File: config.mk
export PLATFORM = sky130hd
export DESIGN_NAME = msb_first_code_packer
export DESIGN_NICKNAME = d
export VERILOG_FILES = /design/src/design/mcp_pkg.sv /design/src/design/mcp_front.sv /design/src/design/mcp_queue.sv /design/src/design/mcp_back.sv /design/src/design/msb_first_code_packer.sv
export SDC_FILE = /design/constraint.sdc
export NUM_CORES = 1
export LEC_CHECK = 0
export BUFFER_PORTS_ARGS = -buffer_cell sky130_fd_sc_hd__buf_2
export CORE_MARGIN = 4
export CORE_UTILIZATION = 40
export CTS_CLUSTER_SIZE = 28
export DETAILED_ROUTE_END_ITERATION = 16
export GPL_ROUTABILITY_DRIVEN = 0
export PLACE_DENSITY = 0.65
export SLEW_MARGIN = 20
export SYNTH_ARGS = -nofsm -noshare
export SYNTH_HDL_FRONTEND = slang
export SYNTH_SLANG_ARGS = --single-unit
File: constraint.sdc
create_clock -name clk -period 34.4 [get_ports clk]
set_clock_uncertainty 0.15 [all_clocks]
set_input_delay 0 -clock clk [delete_from_list [all_inputs] [get_ports clk]]
set_output_delay 0 -clock clk [all_outputs]
set_load 0.01 [all_outputs]
File: src/design/mcp_pkg.sv
// Shared types and constants of the MSB-first code packer.
// Depends on nothing; every module of the block uses it.
package mcp_pkg;

    // Fixed field widths of the channels and the register
    localparam int CODE_W    = 32;
    localparam int LEN_IN_W  = 6;
    localparam int CFG_W     = 16;
    localparam int BITS_W    = 19;
    localparam int TAKEN_W   = 16;
    localparam int BYTE_BITS = 8;

    // Defaults for the top-level parameters
    localparam int DEF_MAX_CODE_BITS = 32;
    localparam int DEF_QUEUE_DEPTH   = 2;

    // Buffer size after reset, in bytes
    localparam logic [CFG_W-1:0] BUF_SIZE_RESET = 16'd4096;

    // Operation codes of an input beat
    localparam logic OP_WRITE = 1'b0;
    localparam logic OP_CLOSE = 1'b1;

    // Result kinds
    typedef enum logic [1:0] {
        KIND_DATA   = 2'd0,
        KIND_CLOSE  = 2'd1,
        KIND_REJECT = 2'd2
    } kind_t;

    // One result beat
    typedef struct packed {
        kind_t              kind;
        logic [7:0]         data_byte;
        logic [TAKEN_W-1:0] bytes_taken;
        logic               buffer_full;
        logic [BITS_W-1:0]  bits_left;
        logic               last;
    } mcp_result_t;

endpackage

File: src/design/mcp_front.sv
// Front end: takes input beats, clamps the length, left-aligns the code
// and drops empty writes before they reach the command queue. Uses mcp_pkg.
module mcp_front #(
    parameter int MAX_CODE_BITS = mcp_pkg::DEF_MAX_CODE_BITS
) (
    input  logic                          item_valid,
    output logic                          item_ready,
    input  logic                          operation,
    input  logic [mcp_pkg::CODE_W-1:0]    code,
    input  logic [mcp_pkg::LEN_IN_W-1:0]  code_length,
    input  logic                          q_ready,
    output logic                          q_push,
    output logic                          q_close,
    output logic [$clog2(MAX_CODE_BITS+1)-1:0] q_len,
    output logic [MAX_CODE_BITS-1:0]      q_bits
);
    import mcp_pkg::*;

    localparam int LEN_W = $clog2(MAX_CODE_BITS + 1);

    logic [LEN_W-1:0]    len_clamped;
    logic [LEN_IN_W-1:0] shift_amt;
    logic [CODE_W-1:0]   code_shifted;

    // Clamp overlong lengths to the widest code
    always_comb
    begin
        if (code_length > LEN_IN_W'(MAX_CODE_BITS))
            len_clamped = LEN_W'(MAX_CODE_BITS);
        else
            len_clamped = LEN_W'(code_length);
    end

    // Left-align the used code bits; the shift drops the unused high bits
    assign shift_amt    = LEN_IN_W'(MAX_CODE_BITS) - LEN_IN_W'(len_clamped);
    assign code_shifted = code << shift_amt;

    // Accept whenever the queue has room; an empty write is taken and dropped
    assign item_ready = q_ready;
    assign q_push     = item_valid && q_ready
                        && (operation == OP_CLOSE || len_clamped != '0);
    assign q_close    = (operation == OP_CLOSE);
    assign q_len      = len_clamped;
    assign q_bits     = code_shifted[MAX_CODE_BITS-1:0];

endmodule

File: src/design/mcp_queue.sv
// Short command queue between the front end and the packing engine.
// Depends on mcp_pkg for the default depth.
module mcp_queue #(
    parameter int DATA_W = 8,
    parameter int DEPTH  = mcp_pkg::DEF_QUEUE_DEPTH
) (
    input  logic              clk,
    input  logic              rst_n,
    input  logic              push,
    input  logic [DATA_W-1:0] push_data,
    output logic              push_ready,
    input  logic              pop,
    output logic              head_valid,
    output logic [DATA_W-1:0] head_data
);
    localparam int PTR_W = (DEPTH > 1) ? $clog2(DEPTH) : 1;
    localparam int CNT_W = $clog2(DEPTH + 1);

    logic [DATA_W-1:0] entry_reg [DEPTH];
    logic [PTR_W-1:0]  wr_ptr_reg, wr_ptr_next;
    logic [PTR_W-1:0]  rd_ptr_reg, rd_ptr_next;
    logic [CNT_W-1:0]  count_reg, count_next;

    assign push_ready = (count_reg != CNT_W'(DEPTH));
    assign head_valid = (count_reg != '0);
    assign head_data  = entry_reg[rd_ptr_reg];

    // Advance pointers with wrap and track the fill level
    always_comb
    begin
        wr_ptr_next = wr_ptr_reg;
        rd_ptr_next = rd_ptr_reg;
        count_next  = count_reg;
        if (push)
        begin
            wr_ptr_next = (wr_ptr_reg == PTR_W'(DEPTH - 1)) ? '0 : wr_ptr_reg + 1'b1;
        end
        if (pop)
        begin
            rd_ptr_next = (rd_ptr_reg == PTR_W'(DEPTH - 1)) ? '0 : rd_ptr_reg + 1'b1;
        end
        if (push && !pop)
            count_next = count_reg + 1'b1;
        else if (pop && !push)
            count_next = count_reg - 1'b1;
    end

    always_ff @(posedge clk or negedge rst_n)
    begin
        if (!rst_n)
        begin
            wr_ptr_reg <= '0;
            rd_ptr_reg <= '0;
            count_reg  <= '0;
        end
        else
        begin
            wr_ptr_reg <= wr_ptr_next;
            rd_ptr_reg <= rd_ptr_next;
            count_reg  <= count_next;
        end
    end

    // Store the pushed beat
    always_ff @(posedge clk)
    begin
        if (push)
            entry_reg[wr_ptr_reg] <= push_data;
    end

endmodule

File: src/design/mcp_back.sv
// Packing engine: buffer state, byte assembly, tail hold, close sequence,
// buffer-size register and the result output register. Uses mcp_pkg.
module mcp_back #(
    parameter int MAX_CODE_BITS = mcp_pkg::DEF_MAX_CODE_BITS
) (
    input  logic                          clk,
    input  logic                          rst_n,
    input  logic                          cfg_wr_en,
    input  logic [mcp_pkg::CFG_W-1:0]     cfg_wr_data,
    input  logic                          head_valid,
    input  logic                          head_close,
    input  logic [$clog2(MAX_CODE_BITS+1)-1:0] head_len,
    input  logic [MAX_CODE_BITS-1:0]      head_bits,
    output logic                          pop,
    output logic                          result_valid,
    input  logic                          result_ready,
    output mcp_pkg::mcp_result_t          result
);
    import mcp_pkg::*;

    localparam int W     = MAX_CODE_BITS;
    localparam int LEN_W = $clog2(MAX_CODE_BITS + 1);

    typedef enum logic [1:0] {
        S_IDLE,
        S_CLOSE,
        S_STEP
    } state_t;

    state_t             state_reg, state_next;
    logic [CFG_W-1:0]   cfg_reg, cfg_next;
    logic [BITS_W-1:0]  cons_reg, cons_next;
    logic [7:0]         pbyte_reg, pbyte_next;
    logic [2:0]         pfill_reg, pfill_next;
    logic [W-1:0]       held_bits_reg, held_bits_next;
    logic [LEN_W-1:0]   held_cnt_reg, held_cnt_next;
    logic [W-1:0]       sbits_reg, sbits_next;
    logic [LEN_W-1:0]   scnt_reg, scnt_next;
    logic               res_valid_reg, res_valid_next;
    mcp_result_t        res_reg, res_next;

    logic [BITS_W-1:0]  cap;
    logic [BITS_W-1:0]  left;
    logic [LEN_W-1:0]   avail;
    logic [3:0]         need;
    logic               absorb;
    logic [3:0]         take;
    logic [15:0]        merged;
    logic [BITS_W-1:0]  cons_after;
    logic [BITS_W-1:0]  left_after;
    logic [LEN_W-1:0]   scnt_after;
    logic [LEN_W-1:0]   avail_after;
    logic [W-1:0]       sbits_after;
    logic               out_free;
    logic               marker_last;
    logic               reject;

    // Build a result beat with the buffer status for a given fill
    function automatic mcp_result_t pack_result(
        input kind_t             k,
        input logic [7:0]        b,
        input logic [BITS_W-1:0] cons,
        input logic [BITS_W-1:0] capacity,
        input logic              lst
    );
        logic [BITS_W-1:0] lf;
        logic [BITS_W:0]   rnd;
        mcp_result_t       r;
        lf  = (capacity > cons) ? capacity - cons : '0;
        rnd = {1'b0, cons} + (BITS_W+1)'(7);
        r.kind        = k;
        r.data_byte   = b;
        r.bytes_taken = rnd[TAKEN_W+2:3];
        r.buffer_full = (lf == '0);
        r.bits_left   = lf;
        r.last        = lst;
        return r;
    endfunction

    // Free space and the bit count of this step
    assign cap    = {cfg_reg, 3'b000};
    assign left   = (cap > cons_reg) ? cap - cons_reg : '0;
    assign avail  = (left >= BITS_W'(scnt_reg)) ? scnt_reg : left[LEN_W-1:0];
    assign need   = 4'(BYTE_BITS) - {1'b0, pfill_reg};
    assign absorb = (avail < LEN_W'(need));
    assign take   = absorb ? avail[3:0] : need;

    // Shift the top bits of the stream into the partial byte
    assign merged      = {pbyte_reg, sbits_reg[W-1 -: 8]} << take;
    assign sbits_after = sbits_reg << take;
    assign scnt_after  = scnt_reg - LEN_W'(take);
    assign cons_after  = cons_reg + BITS_W'(take);
    assign left_after  = (cap > cons_after) ? cap - cons_after : '0;
    assign avail_after = (left_after >= BITS_W'(scnt_after)) ? scnt_after
                                                             : left_after[LEN_W-1:0];

    assign out_free    = !res_valid_reg || result_ready;
    assign marker_last = !(held_cnt_reg >= LEN_W'(BYTE_BITS) && cap >= BITS_W'(BYTE_BITS));
    assign reject      = !head_close && held_cnt_reg != '0 && left < BITS_W'(head_len);

    // Sequence commands: load, reject, close, and at most one byte per step
    always_comb
    begin
        state_next     = state_reg;
        cfg_next       = cfg_wr_en ? cfg_wr_data : cfg_reg;
        cons_next      = cons_reg;
        pbyte_next     = pbyte_reg;
        pfill_next     = pfill_reg;
        held_bits_next = held_bits_reg;
        held_cnt_next  = held_cnt_reg;
        sbits_next     = sbits_reg;
        scnt_next      = scnt_reg;
        res_next       = res_reg;
        res_valid_next = res_valid_reg && !result_ready;
        pop            = 1'b0;

        unique case (state_reg)
            S_IDLE:
            begin
                if (head_valid)
                begin
                    if (head_close)
                    begin
                        pop        = 1'b1;
                        state_next = S_CLOSE;
                    end
                    else if (reject)
                    begin
                        if (out_free)
                        begin
                            pop            = 1'b1;
                            res_valid_next = 1'b1;
                            res_next       = pack_result(KIND_REJECT, 8'd0, cons_reg,
                                                         cap, 1'b1);
                        end
                    end
                    else
                    begin
                        pop        = 1'b1;
                        sbits_next = head_bits;
                        scnt_next  = head_len;
                        state_next = S_STEP;
                    end
                end
            end

            S_CLOSE:
            begin
                if (out_free)
                begin
                    res_valid_next = 1'b1;
                    if (pfill_reg != '0)
                    begin
                        // Emit the padded last byte first
                        res_next   = pack_result(KIND_DATA, pbyte_reg << need, cons_reg,
                                                 cap, 1'b0);
                        pbyte_next = '0;
                        pfill_next = '0;
                    end
                    else
                    begin
                        // Mark the close, open a new buffer and feed it the tail
                        res_next      = pack_result(KIND_CLOSE, 8'd0, cons_reg, cap,
                                                    marker_last);
                        cons_next     = '0;
                        sbits_next    = held_bits_reg;
                        scnt_next     = held_cnt_reg;
                        held_cnt_next = '0;
                        state_next    = (held_cnt_reg != '0) ? S_STEP : S_IDLE;
                    end
                end
            end

            S_STEP:
            begin
                if (absorb)
                begin
                    // Too few bits for a byte: absorb them and finish
                    pbyte_next = merged[15:8];
                    pfill_next = pfill_reg + 3'(take);
                    cons_next  = cons_after;
                    sbits_next = sbits_after;
                    scnt_next  = scnt_after;
                    if (scnt_after != '0)
                    begin
                        held_bits_next = sbits_after;
                        held_cnt_next  = scnt_after;
                    end
                    state_next = S_IDLE;
                end
                else if (out_free)
                begin
                    // Complete a byte and emit it
                    res_valid_next = 1'b1;
                    res_next       = pack_result(KIND_DATA, merged[15:8], cons_after, cap,
                                                 avail_after < LEN_W'(BYTE_BITS));
                    pbyte_next     = '0;
                    pfill_next     = '0;
                    cons_next      = cons_after;
                    sbits_next     = sbits_after;
                    scnt_next      = scnt_after;
                    if (avail_after == '0)
                    begin
                        if (scnt_after != '0)
                        begin
                            held_bits_next = sbits_after;
                            held_cnt_next  = scnt_after;
                        end
                        state_next = S_IDLE;
                    end
                end
            end

            default:
            begin
                state_next = S_IDLE;
            end
        endcase
    end

    // Hold state and the output register
    always_ff @(posedge clk or negedge rst_n)
    begin
        if (!rst_n)
        begin
            state_reg     <= S_IDLE;
            cfg_reg       <= BUF_SIZE_RESET;
            cons_reg      <= '0;
            pbyte_reg     <= '0;
            pfill_reg     <= '0;
            held_bits_reg <= '0;
            held_cnt_reg  <= '0;
            sbits_reg     <= '0;
            scnt_reg      <= '0;
            res_valid_reg <= 1'b0;
            res_reg       <= '0;
        end
        else
        begin
            state_reg     <= state_next;
            cfg_reg       <= cfg_next;
            cons_reg      <= cons_next;
            pbyte_reg     <= pbyte_next;
            pfill_reg     <= pfill_next;
            held_bits_reg <= held_bits_next;
            held_cnt_reg  <= held_cnt_next;
            sbits_reg     <= sbits_next;
            scnt_reg      <= scnt_next;
            res_valid_reg <= res_valid_next;
            res_reg       <= res_next;
        end
    end

    assign result_valid = res_valid_reg;
    assign result       = res_reg;

    // The tail never holds more than one code
    a_held_bound: assert property (@(posedge clk) disable iff (!rst_n)
        held_cnt_reg <= LEN_W'(W))
        else $error("held tail exceeds one code");

    // Appending never runs past the buffer capacity
    a_fill_bound: assert property (@(posedge clk) disable iff (!rst_n)
        (cons_reg != $past(cons_reg) && cons_reg != '0) |-> cons_reg <= cap)
        else $error("buffer fill passed capacity");

    // The close marker starts an empty buffer
    a_close_clears: assert property (@(posedge clk) disable iff (!rst_n)
        (state_reg == S_CLOSE && out_free && pfill_reg == '0)
        |=> (cons_reg == '0 && pfill_reg == '0))
        else $error("close did not clear the buffer");

    // A reject is always the only result of its beat and carries the last flag
    a_reject_last: assert property (@(posedge clk) disable iff (!rst_n)
        (res_valid_reg && res_reg.kind == KIND_REJECT) |-> res_reg.last)
        else $error("reject without last");

endmodule

File: src/design/msb_first_code_packer.sv
// Top level of the MSB-first code packer: front end, command queue, engine.
// Depends on mcp_pkg, mcp_front, mcp_queue and mcp_back.
//
//   Channel   Signals                                   Beat moves when
//   item      item_valid/item_ready, operation, code,   item_valid & item_ready
//             code_length
//   result    result_valid/result_ready, kind,          result_valid & result_ready
//             data_byte, bytes_taken, buffer_full,
//             bits_left, last
//   config    cfg_wr_en, cfg_wr_data                    cfg_wr_en
//
// A write leaves the queue in the idle state, then the engine takes a step per
// completed byte, plus an absorb step when bits remain after the last completed
// byte. A close leaves the queue, then the engine emits the padded byte if bits
// are pending, the marker, then any held tail in the same way as a write.
// The engine emits at most one result per cycle; that sets the rate.
// Reset clears the buffer and tail and sets the buffer size to 4096 bytes.
// A stalled result channel holds the engine at its next result; the queue keeps taking items
// until it is full.
module msb_first_code_packer #(
    parameter int MAX_CODE_BITS = mcp_pkg::DEF_MAX_CODE_BITS,
    parameter int QUEUE_DEPTH   = mcp_pkg::DEF_QUEUE_DEPTH
) (
    input  logic                          clk,
    input  logic                          rst_n,
    input  logic                          cfg_wr_en,
    input  logic [mcp_pkg::CFG_W-1:0]     cfg_wr_data,
    input  logic                          item_valid,
    output logic                          item_ready,
    input  logic                          operation,
    input  logic [mcp_pkg::CODE_W-1:0]    code,
    input  logic [mcp_pkg::LEN_IN_W-1:0]  code_length,
    output logic                          result_valid,
    input  logic                          result_ready,
    output logic [1:0]                    kind,
    output logic [7:0]                    data_byte,
    output logic [mcp_pkg::TAKEN_W-1:0]   bytes_taken,
    output logic                          buffer_full,
    output logic [mcp_pkg::BITS_W-1:0]    bits_left,
    output logic                          last
);
    import mcp_pkg::*;

    localparam int LEN_W  = $clog2(MAX_CODE_BITS + 1);
    localparam int DATA_W = 1 + LEN_W + MAX_CODE_BITS;

    logic                     q_ready;
    logic                     q_push;
    logic                     q_close;
    logic [LEN_W-1:0]         q_len;
    logic [MAX_CODE_BITS-1:0] q_bits;
    logic                     head_valid;
    logic [DATA_W-1:0]        head_data;
    logic                     pop;
    mcp_result_t              res;

    mcp_front #(
        .MAX_CODE_BITS (MAX_CODE_BITS)
    ) u_front (
        .item_valid  (item_valid),
        .item_ready  (item_ready),
        .operation   (operation),
        .code        (code),
        .code_length (code_length),
        .q_ready     (q_ready),
        .q_push      (q_push),
        .q_close     (q_close),
        .q_len       (q_len),
        .q_bits      (q_bits)
    );

    mcp_queue #(
        .DATA_W (DATA_W),
        .DEPTH  (QUEUE_DEPTH)
    ) u_queue (
        .clk        (clk),
        .rst_n      (rst_n),
        .push       (q_push),
        .push_data  ({q_close, q_len, q_bits}),
        .push_ready (q_ready),
        .pop        (pop),
        .head_valid (head_valid),
        .head_data  (head_data)
    );

    mcp_back #(
        .MAX_CODE_BITS (MAX_CODE_BITS)
    ) u_back (
        .clk          (clk),
        .rst_n        (rst_n),
        .cfg_wr_en    (cfg_wr_en),
        .cfg_wr_data  (cfg_wr_data),
        .head_valid   (head_valid),
        .head_close   (head_data[DATA_W-1]),
        .head_len     (head_data[DATA_W-2 -: LEN_W]),
        .head_bits    (head_data[MAX_CODE_BITS-1:0]),
        .pop          (pop),
        .result_valid (result_valid),
        .result_ready (result_ready),
        .result       (res)
    );

    // Split the result beat onto its ports
    assign kind        = res.kind;
    assign data_byte   = res.data_byte;
    assign bytes_taken = res.bytes_taken;
    assign buffer_full = res.buffer_full;
    assign bits_left   = res.bits_left;
    assign last        = res.last;

endmodule
==> metrics <==
H-tree depth=1; die area=0.0501 mm2; CTS clock-pin slew for the worst setup and hold paths=0.06 ns; total wirelength of the detailed-routed design=55.7 mm; dominant cells by area after synthesis=sky130_fd_sc_hd__dfrtp_1 23%, sky130_fd_sc_hd__edfxtp_1 13%, sky130_fd_sc_hd__mux2i_1 12%; total CTS buffers=30; antenna violations before repair=0; sort of element at the start of the critical path=register; number of hold violations in the final report=0; Critical Path End Type=register; CP arrival=15.31 ns; final-report setup violation count=0; vias per cell=6.01; buffers added on ports=~110; achievable frequency=~0.067 GHz; max-slew violations=0; Clk Tree Root Cell=sky130_fd_sc_hd__clkbuf_16; CP peak stage delay=~0.74 ns; kind of path behind the tightest hold check=in -> reg; routed wire length per instance=20.6 um; Worst path most repeated cell=sky130_fd_sc_hd__ha_1; share of Yosys cell area claimed by the top area cell type=0.235; Reg2Reg Launch Point=u_back.cons_reg[4]; Largest register FFs=78; netlist area before placement=0.0186 mm2; path type of the worst setup path=reg -> reg; drt first-iter violations=1564; layout cell share with drive strength beyond 1=0.138; Die Span Y=224 um; antenna diode count=0; width of the die=224 um; count of buffers added by post-CTS timing repair for setup=0; Detail Route Antenna Nets=0; final total negative setup slack=0 ns; Max stage delay cell, worst path=sky130_fd_sc_hd__a21o_1; Post-DP HPWL=41.3 mm; Most used DFF post-synth=sky130_fd_sc_hd__dfrtp_1; syn_area_per_cell=9.34 um2; first-pass GRT wire length=87.6 mm; library cell occupying the most area in the post-synthesis netlist=sky130_fd_sc_hd__dfrtp_1; part of the Yosys area used for sequential elements=0.362; data required time of the worst path=around 35 ns; actual slew at the worst max-slew pin=roughly 1.2 ns; post-CTS resize count=0; proportion of synthesized flip-flops having asynchronous set or reset=0.693; maximum number of buffers from clock root to sink=3; Fill cells=~4300; initial core utilization=0.407; min-delay src=operation; total number of clock tree sinks=254; placeable core region=about 0.046 mm2; syn nets=between 2000 and 2500; total DRC errors in the routed layout=0; instance count of the mapped netlist=1996; Min Clock Period, post-route=15.00 ns; RSZ-0062 raised after global routing=no; Seq cells post-synth=254; number of unique standard cell types used by synthesis=106; worst hold path stage count=2; max-capacitance violation count=0; Post-layout nets=around 2200; crit path from=u_back.cons_reg[4]; vias after detailed routing=16300; r2r setup slk=19.40 ns; Post-synth EDFFs=a little under 80; final critical-path share of the clock period=0.436; result of the run=complete, no violations; endpoint with the worst hold slack=u_queue.entry_reg[1][38]; yosys synthesis warning count=0; layout overhead on the synthesized area=13.8%; FF-to-FF path depth=56; clock tree from TritonCTS=built; Critical Path Fanout Max=40; total number of placement rows=78; Global Route Usage Sum=0.213; first-pass detailed-route iteration total=8; insertion delay to the later sink of the worst-skew pair=0.59 ns; number of global-route vias before repair=between 15000 and 20000; largest net degree at the start of global routing=between 90 and 100; overall overflow remaining after global route=0; Fin Hold WS=0.0318 ns; reg2reg end=u_back.held_bits_reg[17]; io pins=between 100 and 150; normalized max-slew margin=0.206
## cells in the mapped netlist, types with 7 or more instances
library cell	count
sky130_fd_sc_hd__a211oi_1	32
sky130_fd_sc_hd__a21o_1	22
sky130_fd_sc_hd__a21oi_1	107
sky130_fd_sc_hd__a221o_1	22
sky130_fd_sc_hd__a22o_1	20
sky130_fd_sc_hd__a22oi_1	22
sky130_fd_sc_hd__a31oi_1	21
sky130_fd_sc_hd__and2_1	24
sky130_fd_sc_hd__and3_1	16
sky130_fd_sc_hd__and4_1	7
sky130_fd_sc_hd__buf_1	9
sky130_fd_sc_hd__buf_2	29
sky130_fd_sc_hd__buf_4	7
sky130_fd_sc_hd__clkbuf_1	76
sky130_fd_sc_hd__dfrtp_1	175
sky130_fd_sc_hd__edfxtp_1	78
sky130_fd_sc_hd__ha_1	67
sky130_fd_sc_hd__inv_1	65
sky130_fd_sc_hd__mux2_2	55
sky130_fd_sc_hd__mux2i_1	228
sky130_fd_sc_hd__nand2_1	186
sky130_fd_sc_hd__nand2b_1	23
sky130_fd_sc_hd__nand3_1	55
sky130_fd_sc_hd__nand4_1	12
sky130_fd_sc_hd__nor2_1	151
sky130_fd_sc_hd__nor2b_1	14
sky130_fd_sc_hd__nor3_1	40
sky130_fd_sc_hd__nor4_1	16
sky130_fd_sc_hd__o21ai_0	97
sky130_fd_sc_hd__o21ai_1	11
sky130_fd_sc_hd__o221ai_1	8
sky130_fd_sc_hd__o22a_1	12
sky130_fd_sc_hd__o22ai_1	17
sky130_fd_sc_hd__o31ai_1	23
sky130_fd_sc_hd__or3_1	13
sky130_fd_sc_hd__xnor2_1	66
sky130_fd_sc_hd__xor2_1	21
## through the flow
step	instance area [um2]	worst slack (ns)	cells	utilization
floorplan	18600	22.05	1996	-
global placement	19600	20.25	2599	0.427
detailed placement	19600	19.79	2599	0.427
CTS	21200	19.72	2704	0.462
global route	21200	18.55	2706	0.463
finish	21200	19.40	2706	0.463
## worst max-delay path by stage
| stage | to | slack [ns] |
|---|---|---|
| floorplan | u_back.held_bits_reg[21] | 22.05 |
| global placement | u_back.held_bits_reg[24] | 20.25 |
| detailed placement | u_back.held_bits_reg[23] | 19.79 |
| CTS | u_back.held_bits_reg[23] | 19.72 |
| global route | u_back.held_bits_reg[23] | 18.55 |
| finish | u_back.held_bits_reg[17] | 19.40 |
## logic make-up after synthesis
kind of cell | count (synthesis) | synth area share
fa+ha+maj | 73 | 0.0498
simple gates | 591 | 0.152
mux | 289 | 0.161
xor+xnor | 89 | 0.0426
compound gates | 498 | 0.184
buf+inv | 202 | 0.0483
flops | 254 | 0.362
## placed cells by master (no fill, tap or decap), types with 48 or more instances in the layout
cell type	Yosys	layout
sky130_fd_sc_hd__dlygate4sd3_1	0	48
sky130_fd_sc_hd__nand3_1	55	55
sky130_fd_sc_hd__xnor2_1	66	64
sky130_fd_sc_hd__edfxtp_1	78	78
sky130_fd_sc_hd__inv_1	65	65
sky130_fd_sc_hd__nand2_1	186	186
sky130_fd_sc_hd__o21ai_0	97	97
sky130_fd_sc_hd__nor2_1	151	149
sky130_fd_sc_hd__ha_1	67	67
sky130_fd_sc_hd__mux2i_1	228	228
sky130_fd_sc_hd__buf_2	29	107
sky130_fd_sc_hd__dfrtp_1	175	174
sky130_fd_sc_hd__mux2_2	55	55
sky130_fd_sc_hd__a21oi_1	107	106
## layer usage
layer | wire [um] | track usage | part of all wire
met5 | 0 | 0 | 0
met4 | 1920 | 0.0676 | 0.034
met3 | 3890 | 0.0325 | 0.070
met2 | 25200 | 0.343 | 0.45
met1 | 24600 | 0.295 | 0.44
## cell type report
type                            count  area (um2)  area share
Tap cell                          600         751      0.0354
Sequential cell                   254        6750       0.318
Clock buffer                       34         766      0.0361
Inverter                           72         270      0.0127
Clock inverter                     22         330      0.0156
Multi-Input combinational cell   1540       11100       0.521
Timing Repair Buffer              184        1290      0.0608
## worst max-delay path: cells and delay by family, from the launching register on
family,cells,cell delay [ns]
AO/OA/AOI/OAI,27,6.25
multiplexers,1,0.42
buffers and inverters,6,1.67
flip-flops,1,0.56
adder cells (fa/ha/maj),6,2.20
XOR/XNOR,1,0.45
AND/OR/NAND/NOR,15,3.10
## what timing repair did
item / in CTS / in global routing
hold buffers: 49 / 0
setup endpoints to repair: 0 / 0
hold endpoints to repair: 118 / 0
Power is not shown: default switching activity piles up to over one toggle a cycle in this logic, so the estimate is an artifact.
